`src/hw/rtl/gpsm_pkg.sv`:
```
// Shared constants, result type and helpers for the game controller poll master.
package gpsm_pkg;

    localparam int FRAME_BYTES_DEF = 9;
    localparam int TICK_W          = 16;
    localparam int CFG_INDEX_W     = 1;

    localparam logic [CFG_INDEX_W-1:0] REG_HALF_BIT     = 1'b0;
    localparam logic [CFG_INDEX_W-1:0] REG_SELECT_GUARD = 1'b1;

    localparam logic [TICK_W-1:0] TICKS_RESET = 16'd16;

    localparam logic [7:0] CMD_FIRST    = 8'h01;
    localparam logic [7:0] CMD_SECOND   = 8'h42;
    localparam logic [7:0] STATUS_READY = 8'h5A;

    typedef struct packed {
        logic        chip_select_n;
        logic        serial_clock;
        logic        command_out;
        logic        frame_done;
        logic        connected;
        logic [7:0]  mode_id;
        logic [15:0] buttons;
        logic [7:0]  left_x;
        logic [7:0]  left_y;
        logic [7:0]  right_x;
        logic [7:0]  right_y;
        logic        report_changed;
    } gpsm_result_t;

    function automatic logic [TICK_W-1:0] load_ticks(input logic [TICK_W-1:0] n);
        return (n == '0) ? TICK_W'(1) : n;
    endfunction

endpackage

```
`src/hw/rtl/gpsm_seq.sv`:
```
// Pin-level poll sequencer: timing registers, frame state and report staging.
module gpsm_seq
    import gpsm_pkg::*;
#(
    parameter int FRAME_BYTES = FRAME_BYTES_DEF
)
(
    input  logic                   clk,
    input  logic                   rst_n,
    input  logic                   step,
    input  logic                   start_req,
    input  logic                   data_in,
    input  logic                   cfg_we,
    input  logic [CFG_INDEX_W-1:0] cfg_index,
    input  logic [TICK_W-1:0]      cfg_data,
    output gpsm_result_t           res_next
);

    localparam int BYTE_W = $clog2(FRAME_BYTES + 1);

    localparam logic [2:0] PH_IDLE    = 3'd0;
    localparam logic [2:0] PH_SETUP   = 3'd1;
    localparam logic [2:0] PH_HIGH    = 3'd2;
    localparam logic [2:0] PH_LOW     = 3'd3;
    localparam logic [2:0] PH_RELEASE = 3'd4;

    logic [TICK_W-1:0] half_bit_reg;
    logic [TICK_W-1:0] guard_reg;

    logic [2:0]        phase_reg,  phase_next;
    logic [TICK_W-1:0] wait_reg,   wait_next;
    logic [2:0]        bit_reg,    bit_next;
    logic [BYTE_W-1:0] byte_reg,   byte_next;
    logic [7:0]        shift_reg,  shift_next;
    logic [7:0]        mode_reg,   mode_next;
    logic              status_reg, status_next;
    logic [15:0]       btn_reg,    btn_next;
    logic [7:0]        stick_reg  [4];
    logic [7:0]        stick_next [4];
    logic [47:0]       prev_reg,   prev_next;
    logic [7:0]        rep_mode_reg, rep_mode_next;
    logic              rep_conn_reg, rep_conn_next;
    logic              cs_n_reg,   cs_n_next;
    logic              sclk_reg,   sclk_next;
    logic              cmd_reg,    cmd_next;

    logic              done;
    logic              changed;
    logic              expired;
    logic [7:0]        pos_ext;
    logic [7:0]        cmd_byte;
    logic [47:0]       report;

    always_ff @(posedge clk or negedge rst_n)
    begin
        if (!rst_n)
        begin
            half_bit_reg <= TICKS_RESET;
            guard_reg    <= TICKS_RESET;
        end
        else if (cfg_we)
        begin
            unique case (cfg_index)
                REG_HALF_BIT:     half_bit_reg <= cfg_data;
                REG_SELECT_GUARD: guard_reg    <= cfg_data;
                default:          half_bit_reg <= half_bit_reg;
            endcase
        end
    end

    assign expired = (wait_reg <= TICK_W'(1));
    assign report  = {stick_reg[1], stick_reg[0], stick_reg[3], stick_reg[2], btn_reg};

    always_comb
    begin
        phase_next    = phase_reg;
        wait_next     = wait_reg;
        bit_next      = bit_reg;
        byte_next     = byte_reg;
        shift_next    = shift_reg;
        mode_next     = mode_reg;
        status_next   = status_reg;
        btn_next      = btn_reg;
        stick_next    = stick_reg;
        prev_next     = prev_reg;
        rep_mode_next = rep_mode_reg;
        rep_conn_next = rep_conn_reg;
        cs_n_next     = cs_n_reg;
        sclk_next     = sclk_reg;
        cmd_next      = cmd_reg;
        done          = 1'b0;
        changed       = 1'b0;
        pos_ext       = 8'(byte_reg);
        cmd_byte      = 8'h00;

        unique case (phase_reg)
            PH_IDLE:
            begin
                if (start_req)
                begin
                    mode_next   = 8'h00;
                    status_next = 1'b0;
                    btn_next    = 16'h0000;
                    for (int k = 0; k < 4; k++)
                    begin
                        stick_next[k] = 8'h00;
                    end
                    shift_next  = 8'h00;
                    bit_next    = 3'd0;
                    byte_next   = '0;
                    cs_n_next   = 1'b0;
                    sclk_next   = 1'b1;
                    wait_next   = load_ticks(guard_reg);
                    phase_next  = PH_SETUP;
                end
            end
            PH_SETUP:
            begin
                if (expired)
                begin
                    phase_next = PH_HIGH;
                end
                else
                begin
                    wait_next = wait_reg - TICK_W'(1);
                end
            end
            PH_HIGH:
            begin
                if (expired)
                begin
                    sclk_next = 1'b0;
                    if (data_in)
                    begin
                        shift_next[bit_reg] = 1'b1;
                    end
                    wait_next  = load_ticks(half_bit_reg);
                    phase_next = PH_LOW;
                end
                else
                begin
                    wait_next = wait_reg - TICK_W'(1);
                end
            end
            PH_LOW:
            begin
                if (expired)
                begin
                    sclk_next = 1'b1;
                    if (bit_reg == 3'd7)
                    begin
                        if (pos_ext == 8'd1)
                        begin
                            mode_next = shift_reg;
                        end
                        if (pos_ext == 8'd2)
                        begin
                            status_next = (shift_reg == STATUS_READY);
                        end
                        if (pos_ext == 8'd3)
                        begin
                            btn_next[7:0] = shift_reg;
                        end
                        if (pos_ext == 8'd4)
                        begin
                            btn_next[15:8] = shift_reg;
                        end
                        for (int k = 0; k < 4; k++)
                        begin
                            if (pos_ext == 8'(5 + k))
                            begin
                                stick_next[k] = shift_reg;
                            end
                        end
                        shift_next = 8'h00;
                        bit_next   = 3'd0;
                        byte_next  = byte_reg + BYTE_W'(1);
                        if (byte_next >= BYTE_W'(FRAME_BYTES))
                        begin
                            cs_n_next  = 1'b1;
                            wait_next  = load_ticks(guard_reg);
                            phase_next = PH_RELEASE;
                        end
                        else
                        begin
                            phase_next = PH_HIGH;
                        end
                    end
                    else
                    begin
                        bit_next   = bit_reg + 3'd1;
                        phase_next = PH_HIGH;
                    end
                end
                else
                begin
                    wait_next = wait_reg - TICK_W'(1);
                end
            end
            PH_RELEASE:
            begin
                if (expired)
                begin
                    changed       = (report != prev_reg);
                    prev_next     = report;
                    rep_conn_next = status_reg;
                    rep_mode_next = status_reg ? mode_reg : 8'h00;
                    done          = 1'b1;
                    phase_next    = PH_IDLE;
                end
                else
                begin
                    wait_next = wait_reg - TICK_W'(1);
                end
            end
            default:
            begin
                phase_next = PH_IDLE;
            end
        endcase

        if (phase_next == PH_HIGH && phase_reg != PH_HIGH)
        begin
            if (byte_next == BYTE_W'(0))
            begin
                cmd_byte = CMD_FIRST;
            end
            else if (byte_next == BYTE_W'(1))
            begin
                cmd_byte = CMD_SECOND;
            end
            cmd_next  = cmd_byte[bit_next];
            sclk_next = 1'b1;
            wait_next = load_ticks(half_bit_reg);
        end
    end

    always_ff @(posedge clk or negedge rst_n)
    begin
        if (!rst_n)
        begin
            phase_reg    <= PH_IDLE;
            wait_reg     <= '0;
            bit_reg      <= 3'd0;
            byte_reg     <= '0;
            shift_reg    <= 8'h00;
            mode_reg     <= 8'h00;
            status_reg   <= 1'b0;
            btn_reg      <= 16'h0000;
            for (int k = 0; k < 4; k++)
            begin
                stick_reg[k] <= 8'h00;
            end
            prev_reg     <= '0;
            rep_mode_reg <= 8'h00;
            rep_conn_reg <= 1'b0;
            cs_n_reg     <= 1'b1;
            sclk_reg     <= 1'b1;
            cmd_reg      <= 1'b0;
        end
        else if (step)
        begin
            phase_reg    <= phase_next;
            wait_reg     <= wait_next;
            bit_reg      <= bit_next;
            byte_reg     <= byte_next;
            shift_reg    <= shift_next;
            mode_reg     <= mode_next;
            status_reg   <= status_next;
            btn_reg      <= btn_next;
            stick_reg    <= stick_next;
            prev_reg     <= prev_next;
            rep_mode_reg <= rep_mode_next;
            rep_conn_reg <= rep_conn_next;
            cs_n_reg     <= cs_n_next;
            sclk_reg     <= sclk_next;
            cmd_reg      <= cmd_next;
        end
    end

    always_comb
    begin
        res_next.chip_select_n  = cs_n_next;
        res_next.serial_clock   = sclk_next;
        res_next.command_out    = cmd_next;
        res_next.frame_done     = done;
        res_next.connected      = rep_conn_next;
        res_next.mode_id        = rep_mode_next;
        res_next.buttons        = prev_next[15:0];
        res_next.left_x         = prev_next[23:16];
        res_next.left_y         = prev_next[31:24];
        res_next.right_x        = prev_next[39:32];
        res_next.right_y        = prev_next[47:40];
        res_next.report_changed = changed;
    end

endmodule

```
`src/hw/rtl/gamepad_poll_serial_master_top.sv`:
```
// Top level of the game controller poll master: request handshake and result register.
// The result of each accepted request is registered and held until the next accepted request.
// Throughput: one request per clock while the output is not stalled; the result register alone parts the two sides.
// Reset: idle, select high, clock high, data low, report cleared, both timings 16.
module gamepad_poll_serial_master_top
    import gpsm_pkg::*;
#(
    parameter int FRAME_BYTES = FRAME_BYTES_DEF
)
(
    input  logic                   clk,
    input  logic                   rst_n,
    input  logic                   in_valid,
    output logic                   in_stall,
    input  logic                   start_req,
    input  logic                   data_in,
    output logic                   out_valid,
    input  logic                   out_stall,
    output logic                   chip_select_n,
    output logic                   serial_clock,
    output logic                   command_out,
    output logic                   frame_done,
    output logic                   connected,
    output logic [7:0]             mode_id,
    output logic [15:0]            buttons,
    output logic [7:0]             left_x,
    output logic [7:0]             left_y,
    output logic [7:0]             right_x,
    output logic [7:0]             right_y,
    output logic                   report_changed,
    input  logic                   cfg_we,
    input  logic [CFG_INDEX_W-1:0] cfg_index,
    input  logic [TICK_W-1:0]      cfg_data
);

    logic         accept;
    logic         valid_reg;
    gpsm_result_t res_next;
    gpsm_result_t res_reg;

    assign in_stall = valid_reg & out_stall;
    assign accept   = in_valid & ~in_stall;

    gpsm_seq #(
        .FRAME_BYTES (FRAME_BYTES)
    ) u_seq (
        .clk       (clk),
        .rst_n     (rst_n),
        .step      (accept),
        .start_req (start_req),
        .data_in   (data_in),
        .cfg_we    (cfg_we),
        .cfg_index (cfg_index),
        .cfg_data  (cfg_data),
        .res_next  (res_next)
    );

    always_ff @(posedge clk or negedge rst_n)
    begin
        if (!rst_n)
        begin
            valid_reg <= 1'b0;
        end
        else if (accept)
        begin
            valid_reg <= 1'b1;
        end
        else if (!out_stall)
        begin
            valid_reg <= 1'b0;
        end
    end

    always_ff @(posedge clk or negedge rst_n)
    begin
        if (!rst_n)
        begin
            res_reg <= '{chip_select_n: 1'b1, serial_clock: 1'b1, default: '0};
        end
        else if (accept)
        begin
            res_reg <= res_next;
        end
    end

    assign out_valid      = valid_reg;
    assign chip_select_n  = res_reg.chip_select_n;
    assign serial_clock   = res_reg.serial_clock;
    assign command_out    = res_reg.command_out;
    assign frame_done     = res_reg.frame_done;
    assign connected      = res_reg.connected;
    assign mode_id        = res_reg.mode_id;
    assign buttons        = res_reg.buttons;
    assign left_x         = res_reg.left_x;
    assign left_y         = res_reg.left_y;
    assign right_x        = res_reg.right_x;
    assign right_y        = res_reg.right_y;
    assign report_changed = res_reg.report_changed;

endmodule

```
`config.mk`:
```
export PLATFORM = sky130hd
export DESIGN_NAME = gamepad_poll_serial_master_top
export DESIGN_NICKNAME = d
export VERILOG_FILES = /design/src/hw/rtl/gpsm_pkg.sv /design/src/hw/rtl/gpsm_seq.sv /design/src/hw/rtl/gamepad_poll_serial_master_top.sv
export SDC_FILE = /design/constraint.sdc
export NUM_CORES = 1
export LEC_CHECK = 0
export BUFFER_PORTS_ARGS = -buffer_cell sky130_fd_sc_hd__buf_2
export CAP_MARGIN = 10
export CORE_ASPECT_RATIO = 0.75
export CORE_UTILIZATION = 40
export CTS_BUF_LIST = sky130_fd_sc_hd__clkbuf_8
export DETAILED_ROUTE_END_ITERATION = 6
export GPL_TIMING_DRIVEN = 0
export PLACE_DENSITY = 0.59
export SYNTH_ARGS = -nofsm -noshare
export SYNTH_HDL_FRONTEND = slang
export SYNTH_SLANG_ARGS = --single-unit
export TNS_END_PERCENT = 5
```
`constraint.sdc`:
```
create_clock -name clk -period 2.9 [get_ports clk]
set_input_delay 0.435 -clock clk [delete_from_list [all_inputs] [get_ports clk]]
set_output_delay 0.435 -clock clk [all_outputs]
set_load 0.005 [all_outputs]
```
==> impl_metrics.json, run 1 <==
{
  "clockBufferDepth": 2,
  "place_ws_ns": 0.1533,
  "finalHoldViolations": 0,
  "synth_flop_cell": "dfrtp_1",
  "detail_route.wl_per_cell_um": 18.75,
  "grt_usage_pct": 20.08,
  "core_mm2": 0.02205,
  "largest_reg_flops": 32,
  "slowest_delay_ns": 0.72,
  "clock-sinks": 186,
  "die_h_um": 131.8,
  "wirelength_um": 22230,
  "worstSetupPathType": "reg -> reg",
  "cp_cell_sequence": "or4b_2 > nand2_1 > nand2_1 > a21oi_4 > o21ai_1 > a22o_1",
  "io_pins": 88,
  "ys_types": 67,
  "critical_path.most_common_cell": "nand2_1",
  "grt_max_degree": 100,
  "grt_first_pass_wirelength_um": 35570,
  "die-area_mm2": 0.02308,
  "vias": 6416,
  "power_frac_comb_pct": 26.8,
  "worstMarginPinSlew_ns": 0.9334,
  "critPathSlowestCell": "or4b_2",
  "viasPerCell": 5.410,
  "critPathTopFamily": "simple AND/OR/NAND/NOR gates",
  "syn_area_per_cell_um2": 11.66,
  "drt_iter0_drc": 473,
  "final-setup-viol-count": 0,
  "hold_path.class": "in -> reg",
  "yosysTopAreaCellShare_pct": 50.66,
  "place.gp.congestion": 0.8523,
  "clk_latency_ns": 0.48,
  "drc_errors": 0,
  "cp_data_required_time_ns": 3.26,
  "yosysSeqAreaShare_pct": 51.83,
  "max_freq_mhz": 370.9,
  "cts_made_buffers": 17,
  "p_clk_share_pct": 24.7,
  "synthToLayoutAreaGrowth_pct": 13.76,
  "p_leak_nw": 5.179,
  "setup_ws_ns": 0.2037,
  "clockRootBuffer": "clkbuf_8",
  "synth.area.top_cells": "dfrtp_1 (51%), mux2_4 (7.3%), xor2_1 (5.4%), a22o_1 (4.8%), mux2_2 (4.1%)",
  "placed_cells": 1153,
  "cts_tree": "done",
  "fin_crit_sh_pct": 92.97,
  "switching_power_mw": 2.408,
  "die_x_um": 175.1,
  "vdd.ir_drop.worst_uv": 274.5,
  "htreeDepth": 4,
  "power_density_mw_per_mm2": 649.8,
  "layout_commonest_cell": "dfrtp_1",
  "cap_violations": 0,
  "path_clk_slew_ns": 0.10,
  "rsz0062_at_grt": "false",
  "dp_hpwl_um": 15480,
  "grt_pass1_vias": 6089,
  "num_rows": 47,
  "yosysWarnings": 0,
  "start_kind": "register",
  "synth_area_leader_cell": "dfrtp_1",
  "swShare_pct": 36.24,
  "antenna_found_initial": 0,
  "cts_setup_buffers": 0,
  "internal_power_mw": 4.238,
  "fillers": 2080,
  "layout.cells.non_filler": 1186,
  "finalMaxSlewViolations": 0,
  "fin_worst_skew_ns": 0.01985,
  "crit_fanout": 10,
  "initial_core_util_pct": 40.77,
  "antenna_cells": 0,
  "ant_nets": 0,
  "grt_overflow": 0,
  "crit_buf_inv": 0,
  "synth-async-reset-ratio_pct": 100.0,
  "fin_crit_ns": 2.696,
  "rrSetupSlack_ns": 0.20,
  "nets": 912,
  "io_buffers": 87,
  "ys_ff_latch": 186,
  "pwr-share-seq_pct": 48.5,
  "mostFrequentLayoutCells": "dfrtp_1 (182), buf_2 (94), nand2_1 (56), o21ai_0 (55), xor2_1 (55)",
  "synth_enable_flop_cells": 0,
  "syn_area_mm2": 0.008990,
  "end_kind": "register",
  "status": "complete, no violations",
  "relSlewSlack_pct": 37.20,
  "synthesis.nets": 804,
  "drtPass1Iterations": 5,
  "crit_arrival_ns": 3.06,
  "synthCells": 771,
  "drive_gt1_share_pct": 27.13
}
## metal layers
layer	wire length, um	up-vias	GRT usage [%]
met5	0	-	0
met4	211	0	4.638
met3	876	17	3.431
met2	9280	149	27.43
met1	11870	3219	32.46
li1	-	3031	-
## power by group through the flow
stage | Clock, mW | Sequential (mW) | Combinational, mW
finish | 1.64 | 3.22 | 1.78
global route | 1.80 | 3.26 | 1.98
CTS | 1.70 | 3.21 | 1.77
detailed placement | 0 | 3.26 | 1.75
global placement | 0 | 3.26 | 1.73
floorplan | 0 | 3.16 | 1.29
## per-stage QoR
step / TNS (ns) / util (%) / power (mW) / hold WS, ns / area (um2)
after floorplan: 0 / - / 4.450 / 0.1394 / 8990
after global placement: -324.35 / 44.41 / 4.995 / 0.4592 / 9793
after detailed placement: 0 / 44.58 / 5.017 / 0.4666 / 9831
after CTS: 0 / 46.30 / 6.682 / 0.1530 / 10210
after global routing: 0 / 46.38 / 7.039 / 0.1683 / 10230
final: 0 / 46.38 / 6.646 / 0.1764 / 10230
## path summary, 6_finish.rpt
kind,from,end,depth (start not counted)
max in group asynchronous,rst_n,u_seq.sclk_reg$_DFFE_PN1P_,3
worst min register to register,u_seq.rep_mode_reg[3]$_DFFE_PN0P_,u_seq.rep_mode_reg[3]$_DFFE_PN0P_,2
worst max register to register,u_seq.phase_reg[2]$_DFFE_PN0P_,u_seq.btn_reg[5]$_DFFE_PN0P_,6
worst max-delay path,u_seq.phase_reg[2]$_DFFE_PN0P_,u_seq.btn_reg[5]$_DFFE_PN0P_,6
worst min-delay path,in_valid,out_valid$_DFFE_PN0P_,2
min in group asynchronous,rst_n,out_valid$_DFFE_PN0P_,2
## repair_timing
action | CTS | global route
endpoints found under the hold margin | 85 | 0
gates resized for setup | 0 | 7
endpoints found under the setup margin | 0 | 8
hold buffers | 1 | 0
## cell usage after synthesis, types with 2 or more instances
cell type	number
mux2i_1	2
dfrtp_1	182
a211oi_1	2
nand2_1	56
nand3_1	11
inv_1	16
o21ai_1	4
a22o_1	49
buf_4	5
xor2_1	55
xnor2_1	5
a41o_1	2
dfstp_2	4
a21o_1	4
nor2_1	20
buf_2	9
or2_2	2
a21boi_0	2
nor2b_1	8
mux2_2	33
nor4_1	20
ha_1	9
or4_4	2
a31oi_1	4
mux2_4	44
nand4_1	10
a21oi_1	20
or4_1	2
o21ai_0	55
buf_6	6
a22oi_1	31
and2_1	9
nor3_1	14
and3_1	5
a31o_2	2
clkbuf_1	27
nand2b_1	3
nor2_4	3
or3_1	4
o41ai_1	3
## cell type report
type	count	area, um2	area share, %
timing repair buffer	89	483.0	4.722
tap	294	367.9	3.597
clock inverter	15	136.4	1.333
clock buffer	17	234.0	2.288
sequential	186	4659	45.56
inverter	16	60.06	0.5872
buffer	48	260.3	2.545
multi-input combinational	521	4026	39.37
## cell families (layout without fill, tap and decap cells)
group | after synthesis | count (layout) | share of synthesized area, %
simple gates | 180 | 180 | 10.73
xor+xnor | 60 | 60 | 5.845
mux | 79 | 79 | 11.70
buf+inv | 64 | 185 | 3.507
compound gates | 193 | 193 | 15.13
fa+ha+maj | 9 | 9 | 1.253
flops | 186 | 186 | 51.83
No activity file was read; power rests on OpenSTA's default activity.
==> inputs of run 2 (changes only) <==
--- a/config.mk
+++ b/config.mk
@@ -5,6 +5,7 @@
 export SDC_FILE = /design/constraint.sdc
 export NUM_CORES = 1
 export LEC_CHECK = 0
+export ABC_AREA = 1
 export BUFFER_PORTS_ARGS = -buffer_cell sky130_fd_sc_hd__buf_2
 export CAP_MARGIN = 10
 export CORE_ASPECT_RATIO = 0.75
@@ -12,7 +13,7 @@
 export CTS_BUF_LIST = sky130_fd_sc_hd__clkbuf_8
 export DETAILED_ROUTE_END_ITERATION = 6
 export GPL_TIMING_DRIVEN = 0
-export PLACE_DENSITY = 0.59
+export PLACE_DENSITY = 0.58
 export SYNTH_ARGS = -nofsm -noshare
 export SYNTH_HDL_FRONTEND = slang
 export SYNTH_SLANG_ARGS = --single-unit
==> impl_metrics.json, run 2 <==
{
  "p_leak_nw": 5.416,
  "synth_adder_area_share_pct": 1.155,
  "layout_commonest_cell": "nand2_1",
  "syn_area_mm2": 0.009751,
  "synthMuxAreaShare_pct": 0,
  "detail_route.wl_per_cell_um": 15.98,
  "yosys.area_share.simple_pct": 27.82,
  "ys_types": 45,
  "cp_cell_sequence": "inv_1 > ha_1 > inv_1 > nand2_1 > nand2_1 > nor2_4 > nand2_4 > clkinv_2 > nand2_1 > buf_2 > buf_2 > nand2_1 > o21ai_0",
  "critPathSlowestCell": "dfrtp_1",
  "yosysSeqAreaShare_pct": 47.79,
  "violations": "DRC",
  "path_clk_slew_ns": 0.11,
  "finalHoldViolations": 0,
  "synth_enable_flop_cells": 0,
  "final-setup-viol-count": 0,
  "synth_area_leader_cell": "dfrtp_1",
  "ys_ff_latch": 186,
  "viasPerCell": 4.888,
  "synth_xor_xnor_area_share_pct": 4.761,
  "max_freq_mhz": 379.5,
  "synth_flop_cell": "dfrtp_1",
  "largest_reg_flops": 32,
  "synthCells": 1217,
  "fin_worst_skew_ns": 0.01961,
  "io_buffers": 87,
  "drtPass1Iterations": 7,
  "cap_violations": 0,
  "io_pins": 88,
  "finalMaxSlewViolations": 0,
  "place.gp.congestion": 0.8998,
  "crit_arrival_ns": 2.97,
  "synth-async-reset-ratio_pct": 100.0,
  "die_x_um": 182.3,
  "grt_first_pass_wirelength_um": 41970,
  "nets": 1358,
  "ant_nets": 0,
  "drive_gt1_share_pct": 15.32,
  "wirelength_um": 26680,
  "hold_buffers": 1,
  "dp_hpwl_um": 19450,
  "critical_path.most_common_cell": "nand2_1",
  "fin_util_pct": 46.03,
  "cts_tree": "done",
  "drt_iter0_drc": 759,
  "mostFrequentLayoutCells": "nand2_1 (389), dfrtp_1 (182), o21ai_0 (144), inv_1 (127), buf_2 (96)",
  "tns_ns": 0,
  "die-area_mm2": 0.02501,
  "setup_ws_ns": 0.2649,
  "ys_top_cells_by_count": "nand2_1 (389), dfrtp_1 (182), o21ai_0 (144), inv_1 (127), nand3_1 (67)",
  "cts_made_buffers": 17,
  "grt_max_degree": 106,
  "synth.area.top_cells": "dfrtp_1 (47%), nand2_1 (15%), o21ai_0 (7.4%), inv_1 (4.9%), nand3_1 (3.4%)",
  "cts_setup_buffers": 0,
  "synth_top_family_by_area": "simple AND/OR/NAND/NOR gates",
  "start_kind": "register",
  "cp_data_required_time_ns": 3.23,
  "end_kind": "register",
  "grt_usage_pct": 22.16,
  "synthToLayoutAreaGrowth_pct": 13.17,
  "grt_pass1_vias": 7365,
  "cts-resized-gates": 0,
  "finalHoldWorstSlack_ns": 0.1475,
  "yosysMostFrequentCell": "nand2_1",
  "vias": 8158,
  "status": "finished with violations",
  "relSlewSlack_pct": 23.07,
  "core_mm2": 0.02397,
  "yosysTopAreaCellShare_pct": 46.71,
  "initial_core_util_pct": 40.68,
  "antenna_cells": 0,
  "power_density_mw_per_mm2": 764.3,
  "num_rows": 49,
  "synthesis.nets": 1250,
  "syn_area_per_cell_um2": 8.012,
  "rrSetupSlack_ns": 0.26,
  "rsz0062_at_grt": "false",
  "place_ws_ns": 0.2029,
  "worstMarginPinSlew_ns": 1.150,
  "clk_latency_ns": 0.49,
  "clockBufferDepth": 2,
  "crit_fanout": 10,
  "htreeDepth": 4,
  "clock-sinks": 186,
  "drc_errors": 1,
  "vdd.ir_drop.worst_uv": 292.8,
  "fin_crit_ns": 2.635,
  "fin_crit_sh_pct": 90.86,
  "hold_path.class": "in -> reg",
  "power_mw": 8.434,
  "clockRootBuffer": "clkbuf_8",
  "slowest_delay_ns": 0.42,
  "worstSetupPathType": "reg -> reg",
  "grt_overflow": 0,
  "antenna_found_initial": 0,
  "synth_compound_area_share_pct": 10.56,
  "yosysWarnings": 0,
  "die_h_um": 137.2
}
run 2: path summary, 6_finish.rpt:
check | startpoint | endpoint | cells past startpoint
worst max-delay path | u_seq.wait_reg[0]$_DFFE_PN0P_ | right_x[5]$_DFFE_PN0P_ | 13
worst max register to register | u_seq.wait_reg[0]$_DFFE_PN0P_ | right_x[5]$_DFFE_PN0P_ | 13
min in group asynchronous | rst_n | u_seq.wait_reg[6]$_DFFE_PN0P_ | 2
worst min-delay path | in_valid | out_valid$_DFFE_PN0P_ | 3
worst min register to register | u_seq.rep_conn_reg$_DFFE_PN0P_ | u_seq.rep_conn_reg$_DFFE_PN0P_ | 2
max in group asynchronous | rst_n | u_seq.cs_n_reg$_DFFE_PN1P_ | 3
run 2: routing by layer:
metal | GRT usage (%) | up-vias | wire, um
met5 | 0 | - | 0
met4 | 5.556 | 0 | 291
met3 | 3.859 | 18 | 1426
met2 | 28.57 | 197 | 10330
met1 | 36.78 | 3857 | 14630
li1 | - | 4086 | -
run 2: layout make-up:
| cell class | instances | area [um2] |
|---|---|---|
| buffer | 39 | 237.7 |
| tap | 331 | 414.1 |
| sequential | 186 | 4659 |
| timing repair buffer | 89 | 483.0 |
| clock inverter | 12 | 111.4 |
| clock buffer | 20 | 275.3 |
| fill | 2455 | 12940 |
| inverter | 138 | 534.3 |
| multi-input combinational | 854 | 4319 |
run 2: per-stage QoR:
stage	cell area, um2	std cells
final	11030	1669
after global routing	11030	1669
after CTS	11030	1669
after detailed placement	10640	1636
after global placement	10600	1635
after floorplan	9751	1217
run 2: kinds of logic after synthesis:
| group | after synthesis |
|---|---|
| and+or+nand+nor | 603 |
| DFF | 186 |
| xor gates and xnor gates | 53 |
| buffers and inverters | 177 |
| AOI/OAI and AO/OA | 189 |
| adders and majority gates | 9 |
run 2: where the power goes:
part	total (mW)	switching [mW]	internal, mW
Clock	1.76	1.00	0.756
Sequential	3.34	0.385	2.96
Combinational	3.33	2.16	1.17
run 2: critical path, delay by kind of cell, from the launching register on:
kind	cells	cell delay, ns
AOI/OAI and AO/OA	1	0.10
adders and majority gates	1	0.27
buffers and inverters	5	0.91
DFF	1	0.42
and+or+nand+nor	6	0.77
==> inputs of run 3 (changes only) <==
--- a/config.mk
+++ b/config.mk
@@ -6,14 +6,14 @@
 export NUM_CORES = 1
 export LEC_CHECK = 0
 export ABC_AREA = 1
-export BUFFER_PORTS_ARGS = -buffer_cell sky130_fd_sc_hd__buf_2
 export CAP_MARGIN = 10
 export CORE_ASPECT_RATIO = 0.75
 export CORE_UTILIZATION = 40
 export CTS_BUF_LIST = sky130_fd_sc_hd__clkbuf_8
 export DETAILED_ROUTE_END_ITERATION = 6
+export DONT_BUFFER_PORTS = 1
 export GPL_TIMING_DRIVEN = 0
-export PLACE_DENSITY = 0.58
+export PLACE_DENSITY = 0.55
 export SYNTH_ARGS = -nofsm -noshare
 export SYNTH_HDL_FRONTEND = slang
 export SYNTH_SLANG_ARGS = --single-unit
==> impl_metrics.json, run 3 (same netlist as run 2, synthesis figures left out) <==
{
  "finalHoldViolations": 182,
  "drt_iter0_drc": 669,
  "fin_crit_sh_pct": 90.13,
  "finalMaxSlewViolations": 0,
  "finalHoldWorstSlack_ns": -0.3734,
  "slowest_delay_ns": 0.43,
  "crit_arrival_ns": 3.03,
  "status": "finished with violations",
  "drive_gt1_share_pct": 9.367,
  "relSlewSlack_pct": 25.20,
  "nets": 1269,
  "io_pins": 88,
  "power_density_mw_per_mm2": 794.6,
  "grt_pass1_vias": 7102,
  "ant_nets": 0,
  "clockRootBuffer": "clkbuf_8",
  "grt_max_degree": 187,
  "fin_worst_skew_ns": 0.02521,
  "grt_first_pass_wirelength_um": 41160,
  "critical_path.most_common_cell": "nand2_1",
  "vias": 7912,
  "wirelength_um": 26580,
  "tns_ns": 0,
  "drc_errors": 0,
  "drtPass1Iterations": 5,
  "die_h_um": 137.2,
  "detail_route.wl_per_cell_um": 16.82,
  "violations": "hold timing",
  "cp_cell_sequence": "inv_1 > ha_1 > inv_1 > nand2_1 > nand2_1 > nor2_4 > nand2_4 > clkinv_2 > nand2_1 > nand3_1 > nand3_4 > nor2_4 > buf_6 > nand2_1 > nand2_1 > nand2_1 > nand2_1",
  "worstSetupPathType": "reg -> reg",
  "vdd.ir_drop.worst_uv": 343.4,
  "crit_buf_inv": 4,
  "largest_reg_flops": 32,
  "cp_data_required_time_ns": 3.31,
  "synthToLayoutAreaGrowth_pct": 8.444,
  "final-setup-viol-count": 0,
  "htreeDepth": 4,
  "die_x_um": 182.3,
  "viasPerCell": 5.008,
  "num_rows": 49,
  "p_leak_nw": 4.953,
  "grt_usage_pct": 21.88,
  "worstMarginPinSlew_ns": 1.118,
  "start_kind": "register",
  "antenna_found_initial": 0,
  "critPathTopFamily": "simple AND/OR/NAND/NOR gates",
  "cts-resized-gates": 0,
  "antenna_cells": 0,
  "crit_fanout": 10,
  "rsz0062_at_grt": "false",
  "core_mm2": 0.02397,
  "die-area_mm2": 0.02501,
  "dp_hpwl_um": 19160,
  "layout_commonest_cell": "nand2_1",
  "max_freq_mhz": 382.6,
  "critPathSlowestCell": "dfrtp_1",
  "clk_latency_ns": 0.49,
  "cts_setup_buffers": 0,
  "clockBufferDepth": 2,
  "place.gp.congestion": 0.8578,
  "cap_violations": 0,
  "end_kind": "register",
  "path_clk_slew_ns": 0.11,
  "fillers": 2428,
  "ff_latch_area_mm2": 0.004659,
  "clock-sinks": 186,
  "multi_input_area_mm2": 0.004319,
  "cts_tree": "done",
  "io_buffers": 0,
  "fin_crit_ns": 2.614,
  "hold_path.class": "in -> async",
  "grt_overflow": 0,
  "cts_made_buffers": 17,
  "mostFrequentLayoutCells": "nand2_1 (389), dfrtp_1 (182), o21ai_0 (144), inv_1 (127), nand3_1 (67)",
  "initial_core_util_pct": 40.68
}
==> run 3: cell count changes in the layout (fill, tap and decap cells not counted), sizes merged, moves of 2 or more <==
cell and change:
buf -88, clkinv -4, clkinvlp +3, clkbuf -2
inv +2
==> run 3: final timing paths <==
check	from	end	slack [ns]	depth (start not counted)
max reg2reg	u_seq.wait_reg[0]$_DFFE_PN0P_	u_seq.wait_reg[10]$_DFFE_PN0P_	0.29	17
max	u_seq.wait_reg[0]$_DFFE_PN0P_	u_seq.wait_reg[10]$_DFFE_PN0P_	0.29	17
min	rst_n	left_x[5]$_DFFE_PN0P_	-0.37	0
min reg2reg	u_seq.half_bit_reg[13]$_DFFE_PN0P_	u_seq.half_bit_reg[13]$_DFFE_PN0P_	0.50	2
min in group clk	in_valid	out_valid$_DFFE_PN0P_	0.07	2
max in group asynchronous	rst_n	u_seq.half_bit_reg[4]$_DFFE_PN1P_	2.81	0
==> run 3: where the power goes <==
| group | internal [mW] | switching, mW |
|---|---|---|
| sequential | 2.96 | 0.405 |
| clock | 0.810 | 1.04 |
| combinational | 1.11 | 2.08 |
| total | 4.88 | 3.52 |
==> run 3: per-layer routing <==
layer  global-route usage, %  part of all wire, %  wire (um)  up-vias
li1                        -                    -          -     3911
met1                   35.21                   53      14080     3767
met2                   28.50                   39      10400      211
met3                   5.022                  6.9       1825       23
met4                   5.649                  1.0        278        0
met5                       0                    0          0        -
==> run 3: cell type report <==
| type | count | share of cell area (%) |
|---|---|---|
| Multi-Input combinational cell | 854 | 40.85 |
| Inverter | 138 | 5.053 |
| Clock inverter | 14 | 1.526 |
| Clock buffer | 18 | 2.343 |
| Sequential cell | 186 | 44.07 |
| Buffer | 39 | 2.248 |
| Tap cell | 331 | 3.917 |
==> run 3: worst register-to-register path, delay by kind of cell, from the launching register on <==
family | cells | cell delay (ns)
and+or+nand+nor | 12 | 1.30
buffers and inverters | 4 | 0.55
DFF | 1 | 0.43
adders and majority gates | 1 | 0.26
==> run 3: through the flow <==
stage | util, % | power (mW) | worst slack, ns | std cells | cell area (um2)
final | 44.11 | 8.402 | 0.2863 | 1580 | 10570
after CTS | 44.11 | 8.413 | 0.2952 | 1580 | 10570
after floorplan | - | 5.724 | 0.8259 | 1217 | 9751
after detailed placement | 42.40 | 6.543 | 0.3303 | 1548 | 10160
after global routing | 44.11 | 8.956 | 0.08450 | 1580 | 10570
after global placement | 42.40 | 6.529 | 0.3335 | 1548 | 10160
